--- src/tph_pkg.sv ---
// ----------------------------------------------------------------------------
// tph_pkg: shared types and constants for the two-point heading pose block
// Fixed datapath widths, CORDIC arctangent table, threshold and register codes.
// ----------------------------------------------------------------------------
package tph_pkg;

  // default values of the top-level parameters
  localparam int CORDIC_STEPS_DEF = 16;
  localparam int COORD_WIDTH_DEF  = 32;

  // CORDIC datapath: vector lanes and binary angle (full turn = 2^32)
  localparam int VEC_W        = 56;
  localparam int MAG_W        = 53;
  localparam int ANG_W        = 34;
  localparam int STEP_W       = 5;
  localparam int ATAN_ENTRIES = 24;

  // normalization: larger component ends up in [2^52, 2^53)
  localparam int NORM_TOP_BIT      = 52;
  localparam int NORM_COARSE_BIT   = 44;
  localparam int NORM_COARSE_SHIFT = 8;

  // rotation start value 1/K in Q2.30
  localparam int KINV_Q30 = 652032874;

  // Q2.30 to Q1.15 rounding
  localparam int Q15_W       = 16;
  localparam int Q_ROUND_BIT = 14;
  localparam int Q_SHIFT     = 15;
  localparam int Q15_MAX     = 32767;
  localparam int Q15_MIN     = -32768;

  // configuration registers
  localparam int CFG_IDX_W   = 1;
  localparam int CFG_DATA_W  = 31;
  localparam int POS_THR_W   = 31;
  localparam int ORI_THR_W   = 15;
  localparam int POS_THR_RST = 655;
  localparam int ORI_THR_RST = 1638;

  typedef enum logic [CFG_IDX_W-1:0] {
    REG_POS_THR = 1'b0,
    REG_ORI_THR = 1'b1
  } cfg_reg_e;

  typedef logic signed [VEC_W-1:0] vec_t;
  typedef logic signed [ANG_W-1:0] ang_t;

  localparam ang_t QUARTER_TURN = ang_t'(1 << 30);

  // status from the deadband gate back to the sequencer
  typedef struct packed {
    logic done;
    logic emit;
  } gate_res_t;

  // atan(2^-i) as a binary angle
  function automatic ang_t atan_lut(logic [STEP_W-1:0] idx);
    ang_t a;
    case (idx)
      5'd0:    a = ang_t'(536870912);
      5'd1:    a = ang_t'(316933406);
      5'd2:    a = ang_t'(167458907);
      5'd3:    a = ang_t'(85004756);
      5'd4:    a = ang_t'(42667331);
      5'd5:    a = ang_t'(21354465);
      5'd6:    a = ang_t'(10679838);
      5'd7:    a = ang_t'(5340245);
      5'd8:    a = ang_t'(2670163);
      5'd9:    a = ang_t'(1335087);
      5'd10:   a = ang_t'(667544);
      5'd11:   a = ang_t'(333772);
      5'd12:   a = ang_t'(166886);
      5'd13:   a = ang_t'(83443);
      5'd14:   a = ang_t'(41722);
      5'd15:   a = ang_t'(20861);
      5'd16:   a = ang_t'(10430);
      5'd17:   a = ang_t'(5215);
      5'd18:   a = ang_t'(2608);
      5'd19:   a = ang_t'(1304);
      5'd20:   a = ang_t'(652);
      5'd21:   a = ang_t'(326);
      5'd22:   a = ang_t'(163);
      5'd23:   a = ang_t'(81);
      default: a = '0;
    endcase
    return a;
  endfunction

endpackage

--- src/tph_cordic.sv ---
// ----------------------------------------------------------------------------
// tph_cordic: one CORDIC micro-rotation
// Shared by the vectoring pass (drive y to zero) and the rotation pass
// (drive z to zero). One step per use; the sequencer holds the registers.
// ----------------------------------------------------------------------------
module tph_cordic (
  input  tph_pkg::vec_t                    x_i,
  input  tph_pkg::vec_t                    y_i,
  input  tph_pkg::ang_t                    z_i,
  input  logic [tph_pkg::STEP_W-1:0]       idx_i,
  input  logic                             rot_i,
  output tph_pkg::vec_t                    x_o,
  output tph_pkg::vec_t                    y_o,
  output tph_pkg::ang_t                    z_o
);
  import tph_pkg::*;

  vec_t xs;
  vec_t ys;
  ang_t a;
  logic ccw;

  // shifted terms and table angle
  assign xs = x_i >>> idx_i;
  assign ys = y_i >>> idx_i;
  assign a  = atan_lut(idx_i);

  // rotation: turn toward z = 0; vectoring: turn toward y = 0
  assign ccw = rot_i ? !z_i[ANG_W-1] : y_i[VEC_W-1];

  always_comb begin
    if (ccw) begin
      x_o = x_i - ys;
      y_o = y_i + xs;
      z_o = z_i - a;
    end else begin
      x_o = x_i + ys;
      y_o = y_i - xs;
      z_o = z_i + a;
    end
  end

endmodule

--- config.mk ---
export PLATFORM = sky130hd
export DESIGN_NAME = tph_cordic
export DESIGN_NICKNAME = d
export VERILOG_FILES = /design/src/tph_pkg.sv /design/src/tph_cordic.sv
export SDC_FILE = /design/constraint.sdc
export NUM_CORES = 1
export LEC_CHECK = 0
export BUFFER_PORTS_ARGS = -buffer_cell sky130_fd_sc_hd__clkbuf_2
export CORE_MARGIN = 2
export CORE_UTILIZATION = 40
export DETAILED_ROUTE_END_ITERATION = 16
export SLEW_MARGIN = 0
export SYNTH_ARGS = -nofsm -noshare
export SYNTH_HDL_FRONTEND = slang
export SYNTH_SLANG_ARGS = --single-unit
--- constraint.sdc ---
create_clock -name vclk -period 25.7
set_input_delay 3.855 -clock vclk [all_inputs]
set_output_delay 3.855 -clock vclk [all_outputs]
set_load 0.02 [all_outputs]
==> flow_summary.toml <==
[grt]
groute.usage.overall = 0.352
grt_max_degree = 94
antenna_found_initial = 3
first_global_vias = 22700
grt.overflow.total = 0
grt_pass1_wl_um = 145000

[setup_path]
startpoint_type = "input port"
critPathArrivalTime_ns = 13.14
crit_fanout = 93
worstSetupPathType = "input port to output pin"
end_kind = "output pin"
crit_required_ns = 21.84

[floorplan]
ios = 298
fp.dieW_um = 233
fp-row-count = 83
start_util = 0.406
coreArea_um2 = 51500
die_h_um = 233
floorplan.die_area_um2 = 54200

[final_layout]
area_growth_pct = 7.80
seq_area_um2 = 0
nNetsFinal = 3183
drive_gt1_frac = 0.215
seq_cells = 0
clkbuf_count = 0
nFillCells = 5416

[placed_design]
dpl.hpwl_um = 78600
place_congestion = 0.995
dpl_worst_slack_ns = 8.99
numPortBuffers = 298

[clock_network]
cts_setup_buffers = 0
cts_resized = 0
hold_buffers = 0

[routing]
wirelength_um = 100000
drc_errors = 0
vias = 24300
vias_per_cell = 6.86
drt-initial-drc-count = 3124
route.antenna.remaining_nets = 0
drtPass1Iterations = 6
wl_per_cell_um = 28.3

[synthesis]
ys_types = 100
synth.yosys.seq_area_share = 0
yosys_warnings = 0
syn-num-nets = 3052
syn-instance-count = 2735
synth_area_per_cell_um2 = 7.65
syn_area_um2 = 20900

[timing]
setup_viol = 0
fin_ws_ns = 8.70
period_share = 0.661
rsz0062_at_grt = "false"
period_minus_slack_ns = 17.00
hold_ws_ns = 8.16
hold_viol = 0
max-slew-margin-rel = 0.143
finalMaxSlewViolations = 0
worst_pin_slew_ns = 1.29
setup-tns-final_ns = 0
max_freq_mhz = 58.8

[job]
maxCapViolCount = 0

[run_status]
status = "finished, final reports clean"

[min_path]
hold_depth = 5
hp-class = "input port to output pin"
## path summary, 6_finish.rpt
path                       to     start  slack [ns]
worst max-delay path  y_o[51]  idx_i[0]        8.70
worst min-delay path   z_o[0]    z_i[0]        8.16
## synthesized netlist by cell type, drive strengths merged, types with 26 or more instances
cell type,count,area share
mux4,155,0.17
buf,98,0.029
nor2b,47,0.014
nor3,54,0.014
ha,162,0.097
and3,27,0.0083
mux2i,130,0.062
and2,31,0.0093
nand3,60,0.014
xor2,107,0.045
xnor2,160,0.067
nand2b,33,0.0099
o21a,26,0.0093
a211oi,28,0.011
nand2,277,0.050
a21o,93,0.033
nand4,45,0.014
a31oi,38,0.012
mux2,83,0.045
inv,68,0.012
clkbuf,98,0.018
o21ai,167,0.040
nor2,208,0.038
o22ai,31,0.0093
a21oi,230,0.056
## per-stage QoR
stage,cells,utilization,instance area (um2)
2_1_floorplan,2735,-,20900
3_3_place_gp,3544,0.438,22600
3_5_place_dp,3544,0.438,22600
4_1_cts,3544,0.438,22600
5_1_grt,3544,0.438,22600
6_report,3545,0.438,22600
## routing by layer
layer  GRT usage  share of wire  routed length (um)
met5           0        0.00013                  13
met4       0.126          0.044                4400
met3      0.0571           0.11               11400
met2       0.560           0.44               44400
met1       0.478           0.40               40000
## critical path, stage by stage
cell and delay, ns:
buf_8 0.61, buf_4 0.96, mux4_1 0.68, mux2i_1 0.53, o22ai_1 0.18, nor3_2 0.33, ha_1 0.25, inv_1 0.05
nand4bb_1 0.21, or3_1 0.59, o21ai_0 0.28, xor2_1 0.22, ha_1 0.33, a211oi_1 0.23, o21ai_0 0.15, a221oi_1 1.06
a2111o_1 0.42, a21oi_1 0.14, a2111oi_0 0.82, o31ai_1 0.34, nand2_1 0.22, nand2b_1 0.07, a21oi_1 0.17, xnor2_1 0.14
clkbuf_2 0.19
## cells by family (layout without fill, tap and decap cells)
family | count (synthesis) | count (layout) | synth area share
compound gates | 833 | 833 | 0.262
buf+inv | 266 | 395 | 0.0591
simple gates | 836 | 836 | 0.193
other cells | 0 | 1 | 0
xor+xnor | 267 | 267 | 0.112
mux | 368 | 368 | 0.274
fa+ha+maj | 165 | 165 | 0.0997
## cell usage in the layout (no fill, tap or decap), types with 33 or more instances in the layout
cell	Yosys	routed
inv_1	67	65
mux2i_1	130	128
nand2b_1	33	33
mux2_2	83	83
nor2_1	206	206
ha_1	162	162
nor2b_1	47	45
clkbuf_2	0	293
a31oi_1	37	37
xnor2_1	160	160
nand3_1	60	60
mux4_2	152	152
nand2_1	276	276
a21oi_1	227	227
nor3_1	50	50
xor2_1	107	107
o21ai_0	161	161
nand4_1	43	43
a21o_1	93	93
## layout make-up
type	count	area (um2)	share of cell area
multi-input cells	2469	19700	0.874
repair buffers	325	1720	0.0763
well taps	680	851	0.0377
inverters	70	263	0.0116
diodes	1	2.50	0.000111
