<file path="config.mk">
export PLATFORM = sky130hd
export DESIGN_NAME = tph_gate
export DESIGN_NICKNAME = d
export VERILOG_FILES = /design/src/tph_pkg.sv /design/src/tph_gate.sv
export SDC_FILE = /design/constraint.sdc
export NUM_CORES = 2
export LEC_CHECK = 0
export BUFFER_PORTS_ARGS = -buffer_cell sky130_fd_sc_hd__buf_2
export CAP_MARGIN = 20
export CORE_MARGIN = 2
export CORE_UTILIZATION = 69
export DETAILED_ROUTE_END_ITERATION = 12
export MAX_ROUTING_LAYER = met4
export PLACE_DENSITY = 0.94
export SYNTH_ARGS = -nofsm -noshare
export SYNTH_HDL_FRONTEND = slang
export SYNTH_SLANG_ARGS = --single-unit
</file>
<file path="constraint.sdc">
create_clock -name clk_i -period 19 [get_ports clk_i]
set_input_delay 3.8 -clock clk_i [delete_from_list [all_inputs] [get_ports clk_i]]
set_output_delay 3.8 -clock clk_i [all_outputs]
set_load 0.01 [all_outputs]
</file>
<file path="src/tph_pkg.sv">
// ----------------------------------------------------------------------------
// tph_pkg: shared types and constants for the two-point heading pose block
// Fixed datapath widths, CORDIC arctangent table, threshold and register codes.
// ----------------------------------------------------------------------------
package tph_pkg;

  // default values of the top-level parameters
  localparam int CORDIC_STEPS_DEF = 16;
  localparam int COORD_WIDTH_DEF  = 32;

  // CORDIC datapath: vector lanes and binary angle (full turn = 2^32)
  localparam int VEC_W        = 56;
  localparam int MAG_W        = 53;
  localparam int ANG_W        = 34;
  localparam int STEP_W       = 5;
  localparam int ATAN_ENTRIES = 24;

  // normalization: larger component ends up in [2^52, 2^53)
  localparam int NORM_TOP_BIT      = 52;
  localparam int NORM_COARSE_BIT   = 44;
  localparam int NORM_COARSE_SHIFT = 8;

  // rotation start value 1/K in Q2.30
  localparam int KINV_Q30 = 652032874;

  // Q2.30 to Q1.15 rounding
  localparam int Q15_W       = 16;
  localparam int Q_ROUND_BIT = 14;
  localparam int Q_SHIFT     = 15;
  localparam int Q15_MAX     = 32767;
  localparam int Q15_MIN     = -32768;

  // configuration registers
  localparam int CFG_IDX_W   = 1;
  localparam int CFG_DATA_W  = 31;
  localparam int POS_THR_W   = 31;
  localparam int ORI_THR_W   = 15;
  localparam int POS_THR_RST = 655;
  localparam int ORI_THR_RST = 1638;

  typedef enum logic [CFG_IDX_W-1:0] {
    REG_POS_THR = 1'b0,
    REG_ORI_THR = 1'b1
  } cfg_reg_e;

  typedef logic signed [VEC_W-1:0] vec_t;
  typedef logic signed [ANG_W-1:0] ang_t;

  localparam ang_t QUARTER_TURN = ang_t'(1 << 30);

  // status from the deadband gate back to the sequencer
  typedef struct packed {
    logic done;
    logic emit;
  } gate_res_t;

  // atan(2^-i) as a binary angle
  function automatic ang_t atan_lut(logic [STEP_W-1:0] idx);
    ang_t a;
    case (idx)
      5'd0:    a = ang_t'(536870912);
      5'd1:    a = ang_t'(316933406);
      5'd2:    a = ang_t'(167458907);
      5'd3:    a = ang_t'(85004756);
      5'd4:    a = ang_t'(42667331);
      5'd5:    a = ang_t'(21354465);
      5'd6:    a = ang_t'(10679838);
      5'd7:    a = ang_t'(5340245);
      5'd8:    a = ang_t'(2670163);
      5'd9:    a = ang_t'(1335087);
      5'd10:   a = ang_t'(667544);
      5'd11:   a = ang_t'(333772);
      5'd12:   a = ang_t'(166886);
      5'd13:   a = ang_t'(83443);
      5'd14:   a = ang_t'(41722);
      5'd15:   a = ang_t'(20861);
      5'd16:   a = ang_t'(10430);
      5'd17:   a = ang_t'(5215);
      5'd18:   a = ang_t'(2608);
      5'd19:   a = ang_t'(1304);
      5'd20:   a = ang_t'(652);
      5'd21:   a = ang_t'(326);
      5'd22:   a = ang_t'(163);
      5'd23:   a = ang_t'(81);
      default: a = '0;
    endcase
    return a;
  endfunction

endpackage

</file>
<file path="src/tph_gate.sv">
// ----------------------------------------------------------------------------
// tph_gate: deadband decision and stored pose
// Compares the new midpoint and quat z with the stored pose, squares the
// shift with one shared 31x31 multiplier, and updates the store on emit.
// ----------------------------------------------------------------------------
module tph_gate #(
  parameter int COORD_WIDTH = tph_pkg::COORD_WIDTH_DEF
) (
  input  logic                                  clk_i,
  input  logic                                  rst_ni,
  input  logic                                  start_i,
  input  logic signed [COORD_WIDTH-1:0]         goal_x_i,
  input  logic signed [COORD_WIDTH-1:0]         goal_y_i,
  input  logic signed [tph_pkg::Q15_W-1:0]      quat_z_i,
  input  logic [tph_pkg::POS_THR_W-1:0]         pos_thr_i,
  input  logic [tph_pkg::ORI_THR_W-1:0]         ori_thr_i,
  output tph_pkg::gate_res_t                    res_o
);
  import tph_pkg::*;

  localparam int DW    = COORD_WIDTH + 1;
  localparam int CMP_W = (DW > POS_THR_W) ? DW : POS_THR_W;
  localparam int SQ_W  = 2 * POS_THR_W;
  localparam int ACC_W = SQ_W + 1;
  localparam int DQ_W  = Q15_W + 1;

  typedef enum logic [2:0] {
    G_IDLE,
    G_ABS,
    G_SQX,
    G_SQY,
    G_SQT,
    G_DEC
  } gate_state_e;

  gate_state_e                    state_q, state_d;
  logic                           have_q, have_d;
  logic signed [COORD_WIDTH-1:0]  sx_q, sx_d, sy_q, sy_d;
  logic signed [Q15_W-1:0]        sqz_q, sqz_d;
  logic                           done_q, done_d, emit_q, emit_d;

  logic signed [DW-1:0]           ex_q, ex_d, ey_q, ey_d;
  logic signed [DQ_W-1:0]         dq_q, dq_d;
  logic [CMP_W-1:0]               ax_q, ax_d, ay_q, ay_d;
  logic                           far_q, far_d, turn_q, turn_d;
  logic [SQ_W-1:0]                prod_q, prod_d;
  logic [ACC_W-1:0]               acc_q, acc_d;

  logic [DW-1:0]                  axu, ayu;
  logic [DQ_W-1:0]                adq;
  logic [CMP_W-1:0]               thr_ext;
  logic [POS_THR_W-1:0]           mul_op;
  logic [SQ_W-1:0]                mul_res;
  logic                           emit;

  // magnitudes of the differences
  assign axu     = ex_q[DW-1] ? -ex_q : ex_q;
  assign ayu     = ey_q[DW-1] ? -ey_q : ey_q;
  assign adq     = dq_q[DQ_W-1] ? -dq_q : dq_q;
  assign thr_ext = CMP_W'(pos_thr_i);

  // shared squarer: x shift, y shift, then threshold
  always_comb begin
    case (state_q)
      G_SQX:   mul_op = ax_q[POS_THR_W-1:0];
      G_SQY:   mul_op = ay_q[POS_THR_W-1:0];
      default: mul_op = pos_thr_i;
    endcase
  end
  assign mul_res = SQ_W'(mul_op) * SQ_W'(mul_op);

  assign emit = !have_q || far_q || turn_q || (acc_q > ACC_W'(prod_q));

  always_comb begin
    state_d = state_q;
    have_d  = have_q;
    sx_d    = sx_q;
    sy_d    = sy_q;
    sqz_d   = sqz_q;
    done_d  = 1'b0;
    emit_d  = emit_q;
    ex_d    = ex_q;
    ey_d    = ey_q;
    dq_d    = dq_q;
    ax_d    = ax_q;
    ay_d    = ay_q;
    far_d   = far_q;
    turn_d  = turn_q;
    prod_d  = prod_q;
    acc_d   = acc_q;
    case (state_q)
      G_IDLE: begin
        if (start_i) begin
          ex_d    = DW'(goal_x_i) - DW'(sx_q);
          ey_d    = DW'(goal_y_i) - DW'(sy_q);
          dq_d    = DQ_W'(quat_z_i) - DQ_W'(sqz_q);
          state_d = G_ABS;
        end
      end
      G_ABS: begin
        ax_d    = CMP_W'(axu);
        ay_d    = CMP_W'(ayu);
        far_d   = (CMP_W'(axu) > thr_ext) || (CMP_W'(ayu) > thr_ext);
        turn_d  = adq > DQ_W'(ori_thr_i);
        state_d = G_SQX;
      end
      G_SQX: begin
        prod_d  = mul_res;
        state_d = G_SQY;
      end
      G_SQY: begin
        acc_d   = ACC_W'(prod_q);
        prod_d  = mul_res;
        state_d = G_SQT;
      end
      G_SQT: begin
        acc_d   = acc_q + ACC_W'(prod_q);
        prod_d  = mul_res;
        state_d = G_DEC;
      end
      G_DEC: begin
        done_d = 1'b1;
        emit_d = emit;
        if (emit) begin
          have_d = 1'b1;
          sx_d   = goal_x_i;
          sy_d   = goal_y_i;
          sqz_d  = quat_z_i;
        end
        state_d = G_IDLE;
      end
      default: state_d = G_IDLE;
    endcase
  end

  // control and stored pose
  always_ff @(posedge clk_i or negedge rst_ni) begin
    if (!rst_ni) begin
      state_q <= G_IDLE;
      have_q  <= 1'b0;
      sx_q    <= '0;
      sy_q    <= '0;
      sqz_q   <= '0;
      done_q  <= 1'b0;
      emit_q  <= 1'b0;
    end else begin
      state_q <= state_d;
      have_q  <= have_d;
      sx_q    <= sx_d;
      sy_q    <= sy_d;
      sqz_q   <= sqz_d;
      done_q  <= done_d;
      emit_q  <= emit_d;
    end
  end

  // working values
  always_ff @(posedge clk_i) begin
    ex_q   <= ex_d;
    ey_q   <= ey_d;
    dq_q   <= dq_d;
    ax_q   <= ax_d;
    ay_q   <= ay_d;
    far_q  <= far_d;
    turn_q <= turn_d;
    prod_q <= prod_d;
    acc_q  <= acc_d;
  end

  assign res_o.done = done_q;
  assign res_o.emit = emit_q;

  // decision comes only out of the decide step
  a_done_from_dec: assert property (@(posedge clk_i) disable iff (!rst_ni)
    done_q |-> $past(state_q == G_DEC))
    else $error("gate done without decide step");

  // first pose after reset always goes out
  a_first_emits: assert property (@(posedge clk_i) disable iff (!rst_ni)
    (done_q && !$past(have_q)) |-> emit_q)
    else $error("first pose suppressed");

  // once a pose is stored it stays stored
  a_have_sticky: assert property (@(posedge clk_i) disable iff (!rst_ni)
    !$fell(have_q))
    else $error("stored pose lost");

endmodule

</file>
==> flow_metrics.env <==
export IMPL_fin_tns_setup_ps=0
export IMPL_antenna_violations_before_repair=5
export IMPL_critical_path_top_delay_family="adder cells"
export IMPL_cts_inserted_buffers=42
export IMPL_nFillCells=4917
export IMPL_post_synthesis_cell_area_um2=52100
export IMPL_final_common_cell="inv_1"
export IMPL_holdBufCountCts=0
export IMPL_edff_count_synth=271
export IMPL_timing_critical_path_buf_inv=5
export IMPL_drt_iter0_drc=3536
export IMPL_chipWidth_um=279
export IMPL_htreeDepth=2
export IMPL_synth_main_ff_cell="edfxtp_1"
export IMPL_final_min_clock_period_ps=13020
export IMPL_clk_root_buffer_cell="clkbuf_16"
export IMPL_antenna_violation_net_count_after_detailed_routing=0
export IMPL_fmaxAchievable_mhz=76.8
export IMPL_relSlewSlack=0.188
export IMPL_cts_reportedPaths_clkPinSlew_ps=60
export IMPL_critical_path_class="in -> reg"
export IMPL_cts_tree="built"
export IMPL_grt_ovfl_total=0
export IMPL_final_report_max_slew_violation_count=0
export IMPL_timing_critical_path_required_ps=19350
export IMPL_wire_length_of_the_first_global_routing_pass_um=226000
export IMPL_placeableCoreArea_um2=74600
export IMPL_place_detailed_hpwl_um=111000
export IMPL_post_synth_num_cell_types=84
export IMPL_hold_fails_final_rpt=0
export IMPL_drt_wirelength_per_cell_um=21.5
export IMPL_cts_sink_count=357
export IMPL_synthesis_yosys_warnings=0
export IMPL_outcome="completed"
export IMPL_pin_count_of_the_biggest_net_entering_global_routing=122
export IMPL_grt_pass1_vias=43765
export IMPL_drtPass1Iterations=6
export IMPL_most_common_layout_cells="inv_1 (1223), fa_1 (751), ha_1 (544)"
export IMPL_grt_setup_unrepaired="false"
export IMPL_die_area_um2=77600
export IMPL_synthesis_instances=5558
export IMPL_routabilityCongestion=1.04
export IMPL_final_nets=7022
export IMPL_start_util=0.698
export IMPL_clk_latency_ps=630
export IMPL_synth_seq_cells=357
export IMPL_core_rowCount=100
export IMPL_io_pins=131
export IMPL_most_common_cell_on_crit_path="fa_1"
export IMPL_vias=40689
export IMPL_arrival_time_at_the_worst_endpoint_ps=13370
export IMPL_drive_gt1_frac=0.0650
export IMPL_drt_drc_violations_left=0
export IMPL_dieHeight_um=279
export IMPL_area_growth_pct=5.94
export IMPL_async_flop_share=0.241
export IMPL_io_buffers=130
export IMPL_cts_setup_buffers=0
export IMPL_via_per_inst=6.16
export IMPL_cts_path_max_buffers=3
export IMPL_synth_seq_area_share=0.198
export IMPL_total_detailed_routing_wirelength_um=142000
export IMPL_library_cell_contributing_the_largest_single_delay_on_the_critical_path="clkinv_1"
export IMPL_syn_nets=6982
export IMPL_drv_cap=0
export IMPL_synth_avg_cell_area_um2=9.37
export IMPL_period_share=0.685
export IMPL_worst_setup_path_end_kind="flip-flop"
export IMPL_hold_path_class="reg -> reg"
export IMPL_worst_slew_pin_slew_ps=1220
export IMPL_crit_path_max_fanout=19
export IMPL_critical_path_startpoint_type="input port"
export IMPL_skew_final_ps=46.0
export IMPL_cpPeakStageDelay_ps=1090
export IMPL_globalRouteTotalUtil=0.386
export IMPL_finalSetupViolations=0
export IMPL_post_cts_resized_instances=0
per-stage QoR:
| step | area, µm² | hold WS [ps] | cells | setup WS [ps] | utilization |
|---|---|---|---|---|---|
| after floorplan | 52100 | 426 | 5558 | 6060 | - |
| after global routing | 55100 | 501 | 6606 | 5760 | 0.739 |
| after detailed placement | 53600 | 457 | 6522 | 5780 | 0.719 |
| after global placement | 53600 | 444 | 6522 | 5990 | 0.719 |
| after CTS | 55100 | 494 | 6600 | 6380 | 0.739 |
| final | 55100 | 491 | 6607 | 5980 | 0.739 |
synthesized netlist by cell type, types with 10 or more instances:
cell type / instances / area [µm²]
inv_1: 1223 / 4590
clkbuf_1: 162 / 608
a21o_1: 102 / 766
and3_1: 23 / 144
o41ai_1: 17 / 149
or3_1: 17 / 106
a21boi_0: 10 / 75.1
edfxtp_1: 271 / 8140
nand2_1: 474 / 1780
a21oi_1: 234 / 1170
nor2_1: 412 / 1550
nand2b_1: 37 / 231
or4_1: 16 / 120
o21bai_1: 45 / 338
o31ai_1: 45 / 338
a211oi_1: 21 / 158
nand3_1: 47 / 235
xnor2_1: 214 / 1870
buf_1: 12 / 45.0
dfrtp_1: 86 / 2150
nor3_1: 47 / 235
ha_1: 544 / 6810
a31oi_1: 30 / 188
fa_1: 751 / 15000
a221oi_1: 10 / 87.6
nor4_1: 36 / 225
mux2_2: 78 / 878
nand4_1: 58 / 363
nor2b_1: 41 / 257
o21ai_0: 213 / 1070
o21a_1: 43 / 323
xor2_1: 52 / 455
mux2i_1: 36 / 360
o21ai_1: 18 / 90.1
routing by layer:
metal,GRT usage,share of wire
met5,-,0
met2,0.627,0.48
met4,0.247,0.079
met3,0.0863,0.10
met1,0.432,0.34
state kept, by name, summed over array words and instances (netlist names), 16 cells and up:
name	flops
acc_q	63
ax_q	31
ay_q	31
dq_q	17
ex_q	33
ey_q	33
prod_q	61
sqz_q	16
sx_q	32
sy_q	32
path summary, 6_finish.rpt:
kind	start	cells after the start	endpoint	slack, ps
worst max-delay path	pos_thr_i[7]	27	prod_q[54]$_DFFE_PP_	5980
worst min-delay path	emit_q$_DFFE_PN0P_	1	emit_q$_DFFE_PN0P_	490
worst max register to register	state_q[2]$_DFFE_PN0P_	28	prod_q[54]$_DFFE_PP_	7890
worst min register to register	emit_q$_DFFE_PN0P_	1	emit_q$_DFFE_PN0P_	490
max in group asynchronous	rst_ni	2	state_q[0]$_DFFE_PN0P_	14690
min in group asynchronous	rst_ni	1	sqz_q[0]$_DFFE_PN0P_	3100
area by class of cell:
class / count / area (µm²) / share of cell area
clock inverters: 24 / 314 / 0.00570
repair buffers: 179 / 1040 / 0.0189
multi-input cells: 3787 / 36500 / 0.662
clock buffers: 54 / 1150 / 0.0208
inverters: 1231 / 4620 / 0.0838
flip-flops and latches: 357 / 10300 / 0.187
diodes: 6 / 15.0 / 0.000272
well taps: 969 / 1210 / 0.0220
worst register-to-register path, delay by kind of cell, from the launching register on:
| family | cells | cell delay [ps] |
|---|---|---|
| and+or+nand+nor | 3 | 930 |
| xor gates and xnor gates | 1 | 140 |
| adders and majority gates | 9 | 4320 |
| buffers and inverters | 6 | 2150 |
| AOI/OAI and AO/OA | 9 | 2970 |
| DFF | 1 | 330 |
cells by family (layout without fill, tap and decap cells):
kind of cell / count (synthesis) / after routing / share of synthesized area
buf+inv: 1414 / 1488 / 0.102
fa+ha+maj: 1295 / 1295 / 0.420
simple gates: 1243 / 1243 / 0.106
compound gates: 869 / 869 / 0.106
flops: 357 / 357 / 0.198
xor+xnor: 266 / 266 / 0.0448
mux: 114 / 114 / 0.0238
other cells: 0 / 6 / 0
Power is left out: the tool's default activity adds up to more than one toggle a clock period on the data nets, which glitch-free logic cannot reach.
